**src/rtl/atc_pkg.sv**
```systemverilog
// ---------------------------------------------------------------------------
// atc_pkg
// shared types, constants and tables for the affine transform composer
// ---------------------------------------------------------------------------
package atc_pkg;

    localparam int FRAC_BITS_DEF = 16;
    localparam int CORDIC_ITERS  = 16;
    localparam int NUM_ELEM      = 12;

    typedef enum logic [2:0] {
        OP_IDENT  = 3'd0,
        OP_SCALE  = 3'd1,
        OP_TRANS  = 3'd2,
        OP_ROT_X  = 3'd3,
        OP_ROT_Y  = 3'd4,
        OP_ROT_Z  = 3'd5
    } op_t;

    typedef enum logic [2:0] {
        ST_IDLE,
        ST_TURN,
        ST_CORDIC,
        ST_MAC,
        ST_OUT
    } state_t;

    function automatic logic signed [31:0] atan_q30(input logic [3:0] i);
        logic signed [31:0] r;
        begin
            case (i)
                4'd0:  r = 32'h3243F6A8;
                4'd1:  r = 32'h1DAC6705;
                4'd2:  r = 32'h0FADBAFC;
                4'd3:  r = 32'h07F56EA6;
                4'd4:  r = 32'h03FEAB76;
                4'd5:  r = 32'h01FFD55B;
                4'd6:  r = 32'h00FFFAAA;
                4'd7:  r = 32'h007FFF55;
                4'd8:  r = 32'h003FFFEA;
                4'd9:  r = 32'h001FFFFD;
                4'd10: r = 32'h000FFFFF;
                4'd11: r = 32'h0007FFFF;
                4'd12: r = 32'h0003FFFF;
                4'd13: r = 32'h0001FFFF;
                4'd14: r = 32'h0000FFFF;
                default: r = 32'h00007FFF;
            endcase
            return r;
        end
    endfunction

    function automatic logic signed [31:0] sat32(input logic signed [47:0] v);
        logic signed [31:0] r;
        begin
            if (v > 48'sh0000_7FFF_FFFF)
                r = 32'sh7FFF_FFFF;
            else if (v < -48'sh0000_8000_0000)
                r = 32'sh8000_0000;
            else
                r = v[31:0];
            return r;
        end
    endfunction

endpackage

```
**src/rtl/atc_cordic.sv**
```systemverilog
// ---------------------------------------------------------------------------
// atc_cordic
// angle to sine and cosine: turn fraction by a 32x64 multiply in two 32x32 steps,
// then one cordic rotation per cycle
// ---------------------------------------------------------------------------
module atc_cordic
    import atc_pkg::*;
#(
    parameter int FRAC_BITS = FRAC_BITS_DEF
)
(
    input  logic               clk,
    input  logic               rst_n,
    input  logic               start,
    input  logic signed [31:0] angle,
    output logic               done,
    output logic signed [31:0] sin_val,
    output logic signed [31:0] cos_val
);

    typedef enum logic [2:0] {
        CS_IDLE, CS_MUL_HI, CS_MUL_LO, CS_REDUCE, CS_ITER, CS_FIN
    } cstate_t;

    localparam logic [63:0] INV2PI = 64'h28BE60DB9391054A;
    localparam int          SH     = 32 + FRAC_BITS;

    cstate_t            state_reg, state_next;
    logic [31:0]        mag_reg;
    logic               neg_reg;
    logic [63:0]        hp_reg;
    logic [63:0]        lp_reg;
    logic signed [33:0] x_reg, y_reg, z_reg;
    logic [3:0]         it_reg;
    logic [1:0]         quad_reg;

    logic [63:0]        plo;
    logic [63:0]        phi;
    logic [127:0]       cat;
    logic [31:0]        turn, t;
    logic signed [31:0] r;
    logic signed [65:0] zp;
    logic signed [33:0] dx, dy, at;
    logic signed [33:0] c_sel, s_sel;

    function automatic logic signed [31:0] to_frac(input logic signed [33:0] v);
        logic signed [33:0] rr;
        logic signed [33:0] one;
        begin
            one = 34'sd1 <<< FRAC_BITS;
            if (FRAC_BITS < 30)
                rr = (v + (34'sd1 <<< (29 - FRAC_BITS))) >>> (30 - FRAC_BITS);
            else
                rr = v;
            if (rr > one)
                rr = one;
            if (rr < -one)
                rr = -one;
            return rr[31:0];
        end
    endfunction

    always_comb
    begin
        plo  = lp_reg + (hp_reg << 32);
        phi  = (hp_reg >> 32) + {63'd0, (plo < lp_reg)};
        cat  = {phi, plo};
        turn = 32'(cat >> SH);
        t    = (neg_reg ? (32'd0 - turn) : turn) + 32'h2000_0000;
        r    = $signed({2'b00, t[29:0]}) - 32'sh2000_0000;
        zp   = $signed(66'(r)) * $signed(66'sh1_921F_B544);
        dx   = y_reg >>> it_reg;
        dy   = x_reg >>> it_reg;
        at   = 34'(atan_q30(it_reg));
        case (quad_reg)
            2'd0:    begin c_sel = x_reg;  s_sel = y_reg;  end
            2'd1:    begin c_sel = -y_reg; s_sel = x_reg;  end
            2'd2:    begin c_sel = -x_reg; s_sel = -y_reg; end
            default: begin c_sel = y_reg;  s_sel = -x_reg; end
        endcase
    end

    always_comb
    begin
        state_next = state_reg;
        case (state_reg)
            CS_IDLE:   if (start) state_next = CS_MUL_HI;
            CS_MUL_HI: state_next = CS_MUL_LO;
            CS_MUL_LO: state_next = CS_REDUCE;
            CS_REDUCE: state_next = CS_ITER;
            CS_ITER:   if (it_reg == 4'(CORDIC_ITERS - 1)) state_next = CS_FIN;
            CS_FIN:    state_next = CS_IDLE;
            default:   state_next = CS_IDLE;
        endcase
    end

    always_ff @(posedge clk or negedge rst_n)
    begin
        if (!rst_n)
            state_reg <= CS_IDLE;
        else
            state_reg <= state_next;
    end

    always_ff @(posedge clk)
    begin
        case (state_reg)
            CS_IDLE:
            begin
                neg_reg <= angle[31];
                mag_reg <= angle[31] ? (32'd0 - angle) : angle;
            end
            CS_MUL_HI: hp_reg <= mag_reg * INV2PI[63:32];
            CS_MUL_LO: lp_reg <= mag_reg * INV2PI[31:0];
            CS_REDUCE:
            begin
                quad_reg <= t[31:30];
                z_reg    <= 34'(zp >>> 32);
                x_reg    <= 34'sh0_26DD_3B6A;
                y_reg    <= '0;
                it_reg   <= '0;
            end
            CS_ITER:
            begin
                if (!z_reg[33])
                begin
                    x_reg <= x_reg - dx;
                    y_reg <= y_reg + dy;
                    z_reg <= z_reg - at;
                end
                else
                begin
                    x_reg <= x_reg + dx;
                    y_reg <= y_reg - dy;
                    z_reg <= z_reg + at;
                end
                it_reg <= it_reg + 4'd1;
            end
            default: ;
        endcase
    end

    // sine and cosine are valid while done is high
    assign done    = (state_reg == CS_FIN);
    assign sin_val = to_frac(s_sel);
    assign cos_val = to_frac(c_sel);

endmodule

```
**config.mk**
```make
export PLATFORM = sky130hd
export DESIGN_NAME = atc_cordic
export DESIGN_NICKNAME = d
export VERILOG_FILES = /design/src/rtl/atc_pkg.sv /design/src/rtl/atc_cordic.sv
export SDC_FILE = /design/constraint.sdc
export NUM_CORES = 2
export LEC_CHECK = 0
export BUFFER_PORTS_ARGS = -buffer_cell sky130_fd_sc_hd__buf_2
export CAP_MARGIN = 10
export CORE_MARGIN = 4
export CORE_UTILIZATION = 29
export CTS_CLUSTER_DIAMETER = 100
export CTS_CLUSTER_SIZE = 12
export DETAILED_ROUTE_END_ITERATION = 16
export PLACE_DENSITY_LB_ADDON = 0.2
export REMOVE_ABC_BUFFERS = 1
export SLEW_MARGIN = 20
export SYNTH_ARGS = -nofsm -noshare
export SYNTH_HDL_FRONTEND = slang
export SYNTH_SLANG_ARGS = --single-unit
```
**constraint.sdc**
```tcl
create_clock -name clk -period 17.7 [get_ports clk]
set_input_delay 2.655 -clock clk [delete_from_list [all_inputs] [get_ports clk]]
set_output_delay 2.655 -clock clk [all_outputs]
set_load 0.03 [all_outputs]
```
==> metrics.csv <==
stage,metric,value,unit
timing,min_period,14.25,ns
finish,drive_gt1_frac,0.0581,
cts,cts_buffers,29,
setup_path,critical_path.startpoint,lp_reg[32],
drt,drt-initial-drc-count,2791,
finish,area_delta_synth_final,7.38,%
synthesis,synth-main-ff-cell,edfxtp_1,
synthesis,ys_warn_count,0,
setup_path,end_kind,flop,
timing,fmax,70.2,MHz
timing,skew,0.0593,ns
setup_path,required,18.08,ns
hold_path,worstHoldPathType,reg2reg,
finish,most-common-layout-cells,"inv_1, ha_1, fa_1",
drt,wl_per_cell,19.8,um
finish,final_common_cell,inv_1,
global_route,grtUsageTotal,0.166,
setup_path,timing.critical_path.slowest_stage_cell,fa_1,
cts,ctsResizeCount,0,
global_route,grt_start_max_net_pins,76,
setup_path,worstSetupStartpointType,flop,
global_route,antenna_found_initial,2,
setup_path,r2r_start,lp_reg[32],
finish,nets,9281,
setup_path,worstPathMaxFanout,8,
synthesis,synthCells,7094,
timing,slew_headroom,0.201,
floorplanning,rows,176,
synthesis,seq_area_frac_synth,0.108,
setup_path,ff2ff_path_depth,56,
timing,fin_crit_sh,0.805,
setup_path,cp_data_arrival_time,14.63,ns
floorplanning,fp.dieH,491,um
drt,drc,0,
cts,clock_latency,0.65,ns
placement,port_buffers,99,
floorplanning,ioPinCount,100,
finish,nFillCells,23956,
setup_path,cp_slowest_stage_delay,0.59,ns
cts,post_cts_buffers,0,
cts,ctsRootBufferMaster,clkbuf_16,
synthesis,syn_area,67600,um^2
cts,cts_buffer_depth,3,
timing,finalMaxSlewViolations,0,
floorplanning,core,231000,um^2
timing,hold_viol_final,0,
placement,place_hpwl,172000,um
synthesis,synth.avg_cell_area,9.52,um^2
synthesis,synth_seq_cells,253,
timing,worst_pin_slew,1.19,ns
cts,cts_tree,done,
synthesis,async_reset_ff_frac,0.0119,
flow_run,cap_violations,0,
placement,gp_congestion,0.884,
setup_path,reg2reg_to,z_reg[28],
setup_path,endpoint,z_reg[28],
timing,setup_tns,0,ns
drt,ant_nets,0,
global_route,overflow,0,
drt,vias_per_cell,4.81,
cts,cts_sinks,253,
timing,finalSetupViolations,0,
floorplanning,die_area,241000,um^2
setup_path,crit_type,reg2reg,
cts,clkTransAtPathRegs,0.07,ns
drt,wl,201000,um
timing,rsz0062_at_grt,false,
setup_path,cp_common_cell,fa_1,
drt,firstDrtPassIters,5,
setup_path,regToRegSetupSlack,3.45,ns
cts,h-tree-depth,1,
global_route,grt_pass1_vias,51114,
finish,largest_register_ffs,48,
status,status,"finished, final reports clean",
synthesis,synth-edff-count,221,
synthesis,synth_cell_types,116,
drt,via_count,48849,
cts,cts_hold_buf,0,
global_route,grt_pass1_wl,313000,um
floorplanning,die_x,491,um
floorplanning,initial_utilization,0.293,
## synthesized netlist by cell type (31+ instances only)
| master | n | area, um^2 |
|---|---|---|
| inv_1 | 1395 | 5240 |
| ha_1 | 1217 | 15200 |
| fa_1 | 924 | 18500 |
| nor2_1 | 356 | 1340 |
| nand2_1 | 353 | 1330 |
| a21oi_1 | 343 | 1720 |
| xnor2_1 | 296 | 2590 |
| o21ai_0 | 226 | 1130 |
| edfxtp_1 | 221 | 6640 |
| xor2_1 | 186 | 1630 |
| a21o_1 | 153 | 1150 |
| clkbuf_1 | 133 | 499 |
| nand3_1 | 95 | 475 |
| nor3_1 | 92 | 460 |
| and3_1 | 68 | 425 |
| mux4_2 | 63 | 1420 |
| nand2b_1 | 61 | 382 |
| nor2b_1 | 61 | 382 |
| nand4_1 | 56 | 350 |
| a31oi_1 | 54 | 338 |
| o21a_1 | 47 | 353 |
| mux2i_1 | 46 | 460 |
| or3_1 | 44 | 275 |
| and2_1 | 41 | 257 |
| o31ai_1 | 41 | 308 |
| a211oi_1 | 33 | 248 |
| o21bai_1 | 31 | 233 |
## critical path, delay by kind of cell (launching register included)
family / cells / cell delay [ns]
fa+ha+maj: 13 / 5.61
compound gates: 22 / 4.74
simple gates: 13 / 2.15
buf+inv: 6 / 0.59
xor+xnor: 2 / 0.51
flops: 1 / 0.38
## how the worst min path moves through the flow
stage,startpoint,endpoint,slack [ns],depth (start not counted)
after global placement,state_reg[0],state_reg[0],0.63,1
after global routing,state_reg[0],state_reg[0],0.70,1
final,state_reg[0],state_reg[0],0.67,1
after detailed placement,state_reg[0],state_reg[0],0.64,1
after floorplan,state_reg[0],state_reg[0],0.52,1
after CTS,state_reg[0],state_reg[0],0.67,1
## routing by layer
metal  share of wire  vias up  GRT usage
met4           0.020        0     0.0299
met3           0.031      130     0.0134
met5               0        -          0
li1                -    23679          -
met2            0.47      739      0.279
met1            0.48    24301      0.235
## layout make-up
| type | count | area, um^2 | area share |
|---|---|---|---|
| diodes | 3 | 7.51 | 0.000103 |
| clock buffers | 40 | 768 | 0.0106 |
| clock inverters | 9 | 116 | 0.00160 |
| inverters | 1398 | 5250 | 0.0724 |
| multi-input cells | 5242 | 54200 | 0.747 |
| flip-flops and latches | 253 | 7290 | 0.101 |
| well taps | 3026 | 3790 | 0.0522 |
| repair buffers | 181 | 1110 | 0.0153 |
## metrics by stage
stage | worst slack, ns | instances | cell area (um^2) | hold slack [ns] | utilization
3_3_place_gp | 3.18 | 10100 | 71700 | 0.627 | 0.310
3_5_place_dp | 3.37 | 10100 | 71700 | 0.641 | 0.310
5_1_grt | 2.17 | 10152 | 72600 | 0.704 | 0.314
2_1_floorplan | 5.02 | 6893 | 66700 | 0.519 | -
4_1_cts | 3.39 | 10149 | 72500 | 0.673 | 0.314
6_report | 3.45 | 10152 | 72600 | 0.672 | 0.314
## cells by family after synthesis
group | Yosys count | synth area share
AND/OR/NAND/NOR | 1344 | 0.0983
XOR/XNOR | 486 | 0.0634
multiplexers | 132 | 0.0317
buffers and inverters | 1599 | 0.0910
AO/OA/AOI/OAI | 1139 | 0.109
flip-flops | 253 | 0.108
adder cells (fa/ha/maj) | 2141 | 0.499
Power is left out: the tool's default activity adds up to more than one toggle a clock period on the data nets, which glitch-free logic cannot reach.
